$ cat src/icf_pkg.sv
// Shared types and constants for the integer conversion formatter.
`default_nettype none
package icf_pkg;

    localparam logic [2:0] CONV_DEC  = 3'd0;
    localparam logic [2:0] CONV_UNS  = 3'd1;
    localparam logic [2:0] CONV_OCT  = 3'd2;
    localparam logic [2:0] CONV_HEXL = 3'd3;
    localparam logic [2:0] CONV_HEXU = 3'd4;
    localparam logic [2:0] CONV_PTR  = 3'd5;
    localparam logic [2:0] CONV_CHAR = 3'd6;
    localparam logic [2:0] CONV_PCT  = 3'd7;

    localparam int DIGIT_SLOTS = 22;
    localparam int PTR_DIGITS  = 16;

    typedef struct packed {
        logic [2:0]  conversion;
        logic [63:0] value;
        logic        long_argument;
        logic        alternate_form;
        logic        zero_pad;
        logic        left_align;
        logic        blank_sign;
        logic        plus_sign;
        logic [6:0]  field_width;
        logic        precision_given;
        logic [5:0]  precision;
    } conv_in_t;

    typedef struct packed {
        logic [7:0] out_char;
        logic       last;
    } char_out_t;

    typedef enum logic [2:0] {
        ST_IDLE,
        ST_DIGITS,
        ST_PLAN,
        ST_EMIT
    } state_t;

    typedef enum logic [2:0] {
        SEG_PRE_A,
        SEG_LPAD,
        SEG_PRE_B,
        SEG_PZERO,
        SEG_BODY,
        SEG_RPAD,
        SEG_DONE
    } seg_t;

    typedef struct packed {
        logic load;
        logic digit_step;
        logic plan;
        logic emit_step;
    } cmd_t;

    typedef struct packed {
        logic digits_done;
        logic emit_done;
    } status_t;

endpackage
`default_nettype wire

$ cat src/integer_conversion_formatter.sv
// Top level of the printf-style integer conversion formatter.
// Sequence: a load step, a digit loop (one step per octal or hex digit, a
// multi-phase step per decimal digit, one step for char and percent), a layout
// step, then one character beat per cycle. The block takes no new item until
// the last beat of the current one; reset is asynchronous and leaves it idle
// with no strobe.
`default_nettype none
module integer_conversion_formatter #(
    parameter int MAX_OUTPUT = 64
) (
    input  wire logic               clk,
    input  wire logic               rst_n,
    input  wire logic               start,
    input  wire icf_pkg::conv_in_t  request,
    output logic                    busy,
    output logic                    strobe,
    output icf_pkg::char_out_t      result
);

    icf_pkg::cmd_t    cmd;
    icf_pkg::status_t status;

    icf_ctrl u_ctrl (
        .clk    (clk),
        .rst_n  (rst_n),
        .start  (start),
        .status (status),
        .cmd    (cmd),
        .busy   (busy)
    );

    icf_datapath #(
        .MAX_OUTPUT (MAX_OUTPUT)
    ) u_datapath (
        .clk    (clk),
        .rst_n  (rst_n),
        .req    (request),
        .cmd    (cmd),
        .status (status),
        .strobe (strobe),
        .result (result)
    );

    a_no_strobe_idle_start: assert property (@(posedge clk) disable iff (!rst_n)
        (start && !busy) |=> !strobe)
        else $error("strobe right after accept");

    a_one_cmd: assert property (@(posedge clk) disable iff (!rst_n)
        $onehot0({cmd.load, cmd.digit_step, cmd.plan, cmd.emit_step}))
        else $error("controller issued overlapping commands");

    a_last_frees: assert property (@(posedge clk) disable iff (!rst_n)
        (strobe && result.last) |-> !busy)
        else $error("block still busy after last beat");

endmodule
`default_nettype wire

$ cat src/icf_ctrl.sv
// Controller state machine for the integer conversion formatter.
`default_nettype none
module icf_ctrl (
    input  wire logic             clk,
    input  wire logic             rst_n,
    input  wire logic             start,
    input  wire icf_pkg::status_t status,
    output icf_pkg::cmd_t         cmd,
    output logic                  busy
);

    icf_pkg::state_t state_reg, state_next;

    always_ff @(posedge clk or negedge rst_n) begin
        if (!rst_n) begin
            state_reg <= icf_pkg::ST_IDLE;
        end else begin
            state_reg <= state_next;
        end
    end

    always_comb begin
        state_next = state_reg;
        cmd = '0;
        busy = 1'b1;
        unique case (state_reg)
            icf_pkg::ST_IDLE: begin
                busy = 1'b0;
                if (start) begin
                    cmd.load = 1'b1;
                    state_next = icf_pkg::ST_DIGITS;
                end
            end
            icf_pkg::ST_DIGITS: begin
                cmd.digit_step = 1'b1;
                if (status.digits_done) begin
                    state_next = icf_pkg::ST_PLAN;
                end
            end
            icf_pkg::ST_PLAN: begin
                cmd.plan = 1'b1;
                state_next = icf_pkg::ST_EMIT;
            end
            icf_pkg::ST_EMIT: begin
                cmd.emit_step = 1'b1;
                if (status.emit_done) begin
                    state_next = icf_pkg::ST_IDLE;
                end
            end
            default: begin
                state_next = icf_pkg::ST_IDLE;
            end
        endcase
    end

endmodule
`default_nettype wire

$ cat src/icf_datapath.sv
// Datapath: digit extraction, field layout and character emission.
`default_nettype none
module icf_datapath #(
    parameter int MAX_OUTPUT = 64
) (
    input  wire logic              clk,
    input  wire logic              rst_n,
    input  wire icf_pkg::conv_in_t req,
    input  wire icf_pkg::cmd_t     cmd,
    output icf_pkg::status_t       status,
    output logic                   strobe,
    output icf_pkg::char_out_t     result
);

    localparam int CW = $clog2(MAX_OUTPUT + 1);
    localparam int KW = $clog2(icf_pkg::DIGIT_SLOTS + 1);
    localparam int DW = $clog2(icf_pkg::DIGIT_SLOTS);
    localparam logic [CW-1:0] MAX_W = CW'(MAX_OUTPUT);
    localparam logic [CW-1:0] MAX_P = CW'(MAX_OUTPUT - 2);
    localparam logic [1:0] DEC_LAST_PHASE = 2'd2;

    logic [2:0]  conv_reg;
    logic        alt_reg, zp_reg, left_reg, plus_reg, blank_reg, pg_reg;
    logic [CW-1:0] width_reg, prec_reg;
    logic [63:0] v_reg;
    logic        neg_reg, nz_reg;
    logic [7:0]  digits_reg [icf_pkg::DIGIT_SLOTS];
    logic [KW-1:0] k_reg;
    logic [7:0]  pre0_reg, pre1_reg;
    logic [1:0]  npre_reg;
    logic [CW-1:0] pad_reg, pz_reg, cnt_reg;
    icf_pkg::seg_t seg_reg, seg_next;
    logic        strobe_reg;
    icf_pkg::char_out_t result_reg;
    logic [1:0]  phase_reg;
    logic [63:0] qacc_reg;

    logic [CW-1:0] width_c, prec_c;
    logic          lng;
    logic [63:0]   s_ext, mag;
    logic          neg;
    logic          numeric;

    always_comb begin
        width_c = (int'(req.field_width) > MAX_OUTPUT) ? MAX_W : CW'(req.field_width);
        prec_c = (int'(req.precision) > MAX_OUTPUT - 2) ? MAX_P : CW'(req.precision);
        lng = req.long_argument || (req.conversion == icf_pkg::CONV_PTR);
        s_ext = lng ? req.value : {{32{req.value[31]}}, req.value[31:0]};
        neg = (req.conversion == icf_pkg::CONV_DEC) && s_ext[63];
        if (req.conversion == icf_pkg::CONV_DEC) begin
            mag = neg ? (64'd0 - s_ext) : s_ext;
        end else begin
            mag = lng ? req.value : {32'd0, req.value[31:0]};
        end
    end

    // Octal and hex take one digit a cycle. A decimal digit is formed in phases:
    // the quotient by ten is estimated from shifts and adds in the early phases,
    // and the last phase scales it, forms the remainder on five bits (the estimate
    // is at most one low) and corrects it.
    logic [3:0]  dig;
    logic [63:0] v_nx;
    logic [7:0]  dig_ch;
    logic [63:0] q_p0, q_s0, q_s1, q_s1b, q_s2, q_est;
    logic [4:0]  r5;
    logic        r_hi;
    logic        dec_mode;
    logic        dig_final;

    always_comb begin
        q_p0 = (v_reg >> 1) + (v_reg >> 2);
        q_s0 = q_p0 + (q_p0 >> 4);
        q_s1 = qacc_reg + (qacc_reg >> 8);
        q_s1b = q_s1 + (q_s1 >> 16);
        q_s2 = qacc_reg + (qacc_reg >> 32);
        q_est = q_s2 >> 3;
        r5 = v_reg[4:0] - ((q_est[4:0] << 3) + (q_est[4:0] << 1));
        r_hi = (r5 > 5'd9);
        dec_mode = 1'b0;
        dig = '0;
        v_nx = '0;
        unique case (conv_reg)
            icf_pkg::CONV_OCT: begin
                dig = {1'b0, v_reg[2:0]};
                v_nx = v_reg >> 3;
            end
            icf_pkg::CONV_HEXL, icf_pkg::CONV_HEXU, icf_pkg::CONV_PTR: begin
                dig = v_reg[3:0];
                v_nx = v_reg >> 4;
            end
            default: begin
                dec_mode = 1'b1;
                dig = r_hi ? 4'(r5 - 5'd10) : r5[3:0];
                v_nx = q_est + {63'd0, r_hi};
            end
        endcase
        dig_final = !dec_mode || (phase_reg == DEC_LAST_PHASE);
        if (dig < 4'd10) begin
            dig_ch = 8'h30 + {4'd0, dig};
        end else if (conv_reg == icf_pkg::CONV_HEXU) begin
            dig_ch = 8'h37 + {4'd0, dig};
        end else begin
            dig_ch = 8'h57 + {4'd0, dig};
        end
    end

    logic          zp_eff;
    logic [CW-1:0] prec_eff, len_c, body_len, nbody;
    logic [1:0]    npre_c;
    logic [7:0]    p0_c, p1_c;

    always_comb begin
        numeric = !(conv_reg == icf_pkg::CONV_CHAR || conv_reg == icf_pkg::CONV_PCT);
        nbody = CW'(k_reg);
        zp_eff = zp_reg;
        prec_eff = '0;
        npre_c = '0;
        p0_c = 8'h30;
        p1_c = 8'h78;
        if (numeric) begin
            if (pg_reg) begin
                zp_eff = 1'b0;
                prec_eff = prec_reg;
            end
            if (conv_reg == icf_pkg::CONV_DEC) begin
                if (neg_reg) begin
                    npre_c = 2'd1; p0_c = 8'h2D;
                end else if (plus_reg) begin
                    npre_c = 2'd1; p0_c = 8'h2B;
                end else if (blank_reg) begin
                    npre_c = 2'd1; p0_c = 8'h20;
                end
            end
            if (alt_reg && nz_reg) begin
                if (conv_reg == icf_pkg::CONV_OCT && prec_eff <= nbody) begin
                    npre_c = 2'd1;
                end
                if (conv_reg == icf_pkg::CONV_HEXL || conv_reg == icf_pkg::CONV_PTR) begin
                    npre_c = 2'd2;
                end
                if (conv_reg == icf_pkg::CONV_HEXU) begin
                    npre_c = 2'd2; p1_c = 8'h58;
                end
            end
        end
        body_len = (nbody >= prec_eff) ? nbody : prec_eff;
        len_c = CW'(npre_c) + body_len;
    end

    assign status.digits_done = !numeric ||
                                (dig_final && ((v_nx == 64'd0) ||
                                 (k_reg == KW'(icf_pkg::DIGIT_SLOTS - 1))));

    logic [7:0]    ch;
    logic          seg_end;

    always_comb begin
        ch = 8'h20;
        seg_end = 1'b1;
        unique case (seg_reg)
            icf_pkg::SEG_PRE_A, icf_pkg::SEG_PRE_B: begin
                ch = (cnt_reg == '0) ? pre0_reg : pre1_reg;
                seg_end = (cnt_reg + 1'b1) >= CW'(npre_reg);
            end
            icf_pkg::SEG_LPAD: begin
                ch = zp_reg ? 8'h30 : 8'h20;
                seg_end = (cnt_reg + 1'b1) >= pad_reg;
            end
            icf_pkg::SEG_PZERO: begin
                ch = 8'h30;
                seg_end = (cnt_reg + 1'b1) >= pz_reg;
            end
            icf_pkg::SEG_BODY: begin
                ch = digits_reg[DW'(CW'(k_reg) - 1'b1 - cnt_reg)];
                seg_end = (cnt_reg + 1'b1) >= CW'(k_reg);
            end
            icf_pkg::SEG_RPAD: begin
                seg_end = (cnt_reg + 1'b1) >= pad_reg;
            end
            default: begin
                seg_end = 1'b1;
            end
        endcase
    end

    // Skips segments of zero length starting from a given segment.
    function automatic icf_pkg::seg_t next_live(
        input icf_pkg::seg_t from, input logic zp, input logic left,
        input logic [1:0] np, input logic [CW-1:0] pad, input logic [CW-1:0] pz
    );
        icf_pkg::seg_t s;
        s = from;
        for (int i = 0; i < 7; i++) begin
            if (s == icf_pkg::SEG_PRE_A && !(zp && np != 2'd0)) s = icf_pkg::SEG_LPAD;
            if (s == icf_pkg::SEG_LPAD && !(!left && pad != '0)) s = icf_pkg::SEG_PRE_B;
            if (s == icf_pkg::SEG_PRE_B && !(!zp && np != 2'd0)) s = icf_pkg::SEG_PZERO;
            if (s == icf_pkg::SEG_PZERO && pz == '0) s = icf_pkg::SEG_BODY;
            if (s == icf_pkg::SEG_RPAD && !(left && pad != '0)) s = icf_pkg::SEG_DONE;
        end
        return s;
    endfunction

    icf_pkg::seg_t seg_after;

    always_comb begin
        unique case (seg_reg)
            icf_pkg::SEG_PRE_A: seg_after = icf_pkg::SEG_LPAD;
            icf_pkg::SEG_LPAD:  seg_after = icf_pkg::SEG_PRE_B;
            icf_pkg::SEG_PRE_B: seg_after = icf_pkg::SEG_PZERO;
            icf_pkg::SEG_PZERO: seg_after = icf_pkg::SEG_BODY;
            icf_pkg::SEG_BODY:  seg_after = icf_pkg::SEG_RPAD;
            default:            seg_after = icf_pkg::SEG_DONE;
        endcase
        seg_next = seg_end ? next_live(seg_after, zp_reg, left_reg, npre_reg, pad_reg, pz_reg)
                           : seg_reg;
    end

    assign status.emit_done = (seg_next == icf_pkg::SEG_DONE);

    always_ff @(posedge clk) begin
        if (cmd.load) begin
            conv_reg  <= req.conversion;
            alt_reg   <= req.alternate_form;
            zp_reg    <= req.zero_pad || (req.conversion == icf_pkg::CONV_PTR);
            left_reg  <= req.left_align;
            plus_reg  <= req.plus_sign;
            blank_reg <= req.blank_sign;
            pg_reg    <= req.precision_given;
            prec_reg  <= prec_c;
            width_reg <= (req.conversion == icf_pkg::CONV_PTR && width_c == '0)
                         ? CW'(icf_pkg::PTR_DIGITS) : width_c;
            neg_reg   <= neg;
            nz_reg    <= (mag != 64'd0);
            v_reg     <= mag;
            k_reg     <= '0;
            phase_reg <= '0;
            if (req.conversion == icf_pkg::CONV_CHAR) begin
                digits_reg[0] <= req.value[7:0];
            end else begin
                digits_reg[0] <= 8'h25;
            end
        end
        if (cmd.digit_step) begin
            if (!numeric) begin
                k_reg <= KW'(1);
            end else if (!dig_final) begin
                qacc_reg  <= (phase_reg == 2'd0) ? q_s0 : q_s1b;
                phase_reg <= phase_reg + 1'b1;
            end else begin
                digits_reg[DW'(k_reg)] <= dig_ch;
                k_reg <= k_reg + 1'b1;
                v_reg <= v_nx;
                phase_reg <= '0;
            end
        end
        if (cmd.plan) begin
            zp_reg   <= zp_eff;
            pre0_reg <= p0_c;
            pre1_reg <= p1_c;
            npre_reg <= npre_c;
            pad_reg  <= (width_reg > len_c) ? width_reg - len_c : '0;
            pz_reg   <= (prec_eff > nbody) ? prec_eff - nbody : '0;
            cnt_reg  <= '0;
            seg_reg  <= next_live(icf_pkg::SEG_PRE_A, zp_eff, left_reg, npre_c,
                                  (width_reg > len_c) ? width_reg - len_c : '0,
                                  (prec_eff > nbody) ? prec_eff - nbody : '0);
        end
        if (cmd.emit_step) begin
            seg_reg <= seg_next;
            cnt_reg <= seg_end ? '0 : cnt_reg + 1'b1;
            result_reg.out_char <= ch;
            result_reg.last <= (seg_next == icf_pkg::SEG_DONE);
        end
    end

    always_ff @(posedge clk or negedge rst_n) begin
        if (!rst_n) begin
            strobe_reg <= 1'b0;
        end else begin
            strobe_reg <= cmd.emit_step;
        end
    end

    assign strobe = strobe_reg;
    assign result = result_reg;

endmodule
`default_nettype wire

$ cat config.mk
export PLATFORM = sky130hd
export DESIGN_NAME = integer_conversion_formatter
export DESIGN_NICKNAME = d
export VERILOG_FILES = /design/src/icf_pkg.sv /design/src/integer_conversion_formatter.sv /design/src/icf_ctrl.sv /design/src/icf_datapath.sv
export SDC_FILE = /design/constraint.sdc
export NUM_CORES = 2
export LEC_CHECK = 0
export BUFFER_PORTS_ARGS = -buffer_cell sky130_fd_sc_hd__buf_2
export CORE_MARGIN = 2
export CORE_UTILIZATION = 40
export DETAILED_ROUTE_END_ITERATION = 7
export PLACE_DENSITY_LB_ADDON = 0.08
export SLEW_MARGIN = 10
export SYNTH_ARGS = -nofsm -noshare
export SYNTH_HDL_FRONTEND = slang
export SYNTH_SLANG_ARGS = --single-unit
$ cat constraint.sdc
create_clock -name clk -period 15.6 [get_ports clk]
set_input_delay 3.12 -clock clk [delete_from_list [all_inputs] [get_ports clk]]
set_output_delay 3.12 -clock clk [all_outputs]
set_load 0.02 [all_outputs]
==> results.txt <==
The run finished with clean final reports. The worst setup path is of the register to register kind. Setup repair after global routing left no endpoint under its margin. The tools report the total setup violations reported at the end of the flow as 0.

After clock tree synthesis, the clock-pin slew on the worst setup and hold paths is 0.07 ns. Port buffering added 100 buffers. Top fanout value on the critical path: 6. The final number of max-transition violations was 0; the global-route total usage across every layer was 0.264.

The count of inserted antenna diode cells is 0, and the flip-flop count of the largest register after layout is 176. Number of antenna violations at the first check in global routing: 7. When the netlist entered floorplanning its net count stood at 4513.

For the post-synthesis cell type count, the log shows 105. The part of the Yosys area used for sequential elements was 0.295. The actual transition at the worst max-transition pin is 1.27 ns, and the synthesized cell area is 36000 um^2. The clock tree skew after final layout is 0.0413 ns, and the number of nets in the final layout is 4558. The number of enable flip-flop cells after synthesis is 304, and the setup slack of the critical path after layout is 7.59 ns. The pin count of the biggest net entering global routing was 75.

Wires add up to 126000 um. The chip width was 304 um. Ranked by total cell area, the synthesized netlist is headed by sky130_fd_sc_hd__edfxtp_1 25%, sky130_fd_sc_hd__ha_1 11%, sky130_fd_sc_hd__xnor2_1 5.5%, sky130_fd_sc_hd__a21oi_1 5.2%, sky130_fd_sc_hd__xor2_1 4.0%.

Together, buffers and inverters on the worst path number 0. TritonCTS built the clock tree. The number of violations reported at the end of detailed-routing iteration 0 is 3304. Detailed routing inserted a total of 32300 vias. The number of gates resized after CTS was 0. The placed wire-length estimate after detailed placement came out at 99000 um. The root buffer cell chosen for the clock tree is sky130_fd_sc_hd__clkbuf_16. The number of warnings issued by yosys is 0, and the number of buffers inserted during clock tree synthesis is 46. For this design, the CTS-stage hold fixing added 0 buffers.

Among all flip-flop cells after synthesis, the most frequent one is sky130_fd_sc_hd__edfxtp_1. In the final routed layout, each cell accounts on average for 23.5 um. The family with the most delay on the worst path was compound AO/OA/AOI/OAI gates. The final design instance area without fill was 39300 um^2. The clock tree synthesis step divided the H-tree into 2 levels. The largest total area in the synthesized netlist belongs to sky130_fd_sc_hd__edfxtp_1. The tools report the kind of capture point of the worst setup path as a register.

The first global-routing pass estimated 189000 um of wire. The max-slew headroom at the worst pin is 0.147. The worst setup path is launched from a register.

The commonest cells after synthesis are 374 x sky130_fd_sc_hd__a21oi_1, 338 x sky130_fd_sc_hd__nand2_1, 324 x sky130_fd_sc_hd__ha_1. The proportion of netlist area held by the largest area contributor was 0.254; the global-route congestion overflow total was 0. Counting the fill cells in the layout gives 8707. In this run the remaining antenna-violating nets after routing total 0. The number of global-route vias before repair was 29600; the detailed-router iteration count before antenna repair was 5. Arrival time at the worst endpoint: 8.35 ns. Number of failing hold endpoints at the final stage: 0.

Path category of the worst min-delay check: register to register. The area of the die came out at 92300 um^2. The critical path runs through a total of 34 cells. The placement-stage worst setup slack is 7.50 ns. The fraction of synthesis flops using an asynchronous set or reset pin is 0.00794, and the boundary pin count is 101. The die is 304 um tall.

The area after detailed placement came out at 37800 um^2. The average size of a mapped cell was 8.79 um^2. After synthesis the netlist holds a flip-flop and latch count of 378. The clock net in this run drives a total of 378 sinks. The critical path's largest stage delay came out at 0.50 ns.

The tools report the latest clock arrival within the worst-skew pair as 0.64 ns. The most common cell in the netlist was sky130_fd_sc_hd__a21oi_1. The congestion estimate from routability-driven global placement came to 0.930.

The initial cell density of the core is 0.405, and the final cycle utilization of the critical path is 0.513. The share of layout cells above drive strength 1 came out at 0.0877. For the highest clock frequency the design can meet, the log shows 0.125 GHz.

Maximum number of buffers from clock root to sink: 3. The clock period minus worst slack works out to 8.01 ns. Row count: 109. The number of cells on the worst reg-to-reg path is 34. The floorplan step defined a core boundary enclosing 88800 um^2. The cell with the most instances on the worst path is sky130_fd_sc_hd__a21oi_1. The average via count per standard cell works out to 6.04. The critical path required time is 15.94 ns. The cell depth of the worst hold path is 1, and the total setup buffers inserted after CTS is 0. The logs give 4090 for the synthesized instance count and 0.486 ns for the smallest hold slack. Slowest cell on the critical path: sky130_fd_sc_hd__edfxtp_1. Across the run, the number of max-cap violations was 0. The area growth from synthesis to layout was 9.36%.

After routing, the total negative slack on setup checks comes to 0 ns. After detailed routing, the number of remaining DRC violations is 0.
layer usage:
metal / vias up / GRT usage / wire, um
li1: 15500 / - / -
met1: 15500 / 0.425 / 64100
met2: 1086 / 0.373 / 50400
met3: 109 / 0.0331 / 8780
met4: 8 / 0.0489 / 2180
met5: - / 0 / 59
logic make-up (layout without fill, tap and decap cells):
kind of cell	after synthesis	count (layout)	share of synthesized area
AO/OA/AOI/OAI	1297	1297	0.232
XOR/XNOR	392	392	0.0955
adder cells (fa/ha/maj)	333	333	0.118
buffers and inverters	290	373	0.0308
flip-flops	378	378	0.295
multiplexers	108	108	0.0473
AND/OR/NAND/NOR	1292	1292	0.182
stage by stage:
| stage | cells | utilization |
|---|---|---|
| final | 5338 | 0.443 |
| after global routing | 5338 | 0.443 |
| after CTS | 5338 | 0.443 |
| after detailed placement | 5252 | 0.425 |
| after global placement | 5252 | 0.425 |
| after floorplan | 4090 | - |
layout by cell type (no fill, tap or decap), drive strengths merged, types with 40 or more instances in the layout:
cell / Yosys / final
a31oi: 40 / 40
xnor2: 227 / 227
a211oi: 56 / 56
nand2: 338 / 338
a21oi: 376 / 376
nand2b: 54 / 54
and3: 56 / 56
nand3: 121 / 121
nand4: 54 / 54
o21a: 49 / 49
ha: 324 / 324
mux4: 48 / 48
edfxtp: 304 / 304
o21bai: 48 / 48
nor2b: 47 / 47
nor4: 40 / 40
inv: 143 / 148
o21ai: 280 / 280
clkbuf: 117 / 51
a21o: 173 / 173
nor3: 98 / 98
xor2: 165 / 165
buf: 29 / 143
dfxtp: 71 / 71
mux2i: 48 / 48
nor2: 290 / 290
or3: 41 / 41
final timing paths:
kind                                          from                      end  slack [ns]
max reg2reg                 u_datapath.qacc_reg[8]  u_datapath.qacc_reg[63]        7.59
max in group asynchronous                    rst_n        u_datapath.strobe       13.19
max                         u_datapath.qacc_reg[8]  u_datapath.qacc_reg[63]        7.59
min in group asynchronous                    rst_n      u_ctrl.state_reg[0]        2.29
min reg2reg                u_datapath.phase_reg[0]  u_datapath.phase_reg[0]        0.49
min                        u_datapath.phase_reg[0]  u_datapath.phase_reg[0]        0.49
cell type report:
class / count / area, um^2 / share of cell area
sequential: 378 / 10600 / 0.270
multi-input combinational: 3422 / 24300 / 0.618
clock buffer: 51 / 1170 / 0.0297
inverter: 144 / 541 / 0.0137
tap: 1165 / 1460 / 0.0371
clock inverter: 35 / 392 / 0.00996
timing repair buffer: 143 / 823 / 0.0209
Power is not shown: default switching activity piles up to over one toggle a cycle in this logic, so the estimate is an artifact.
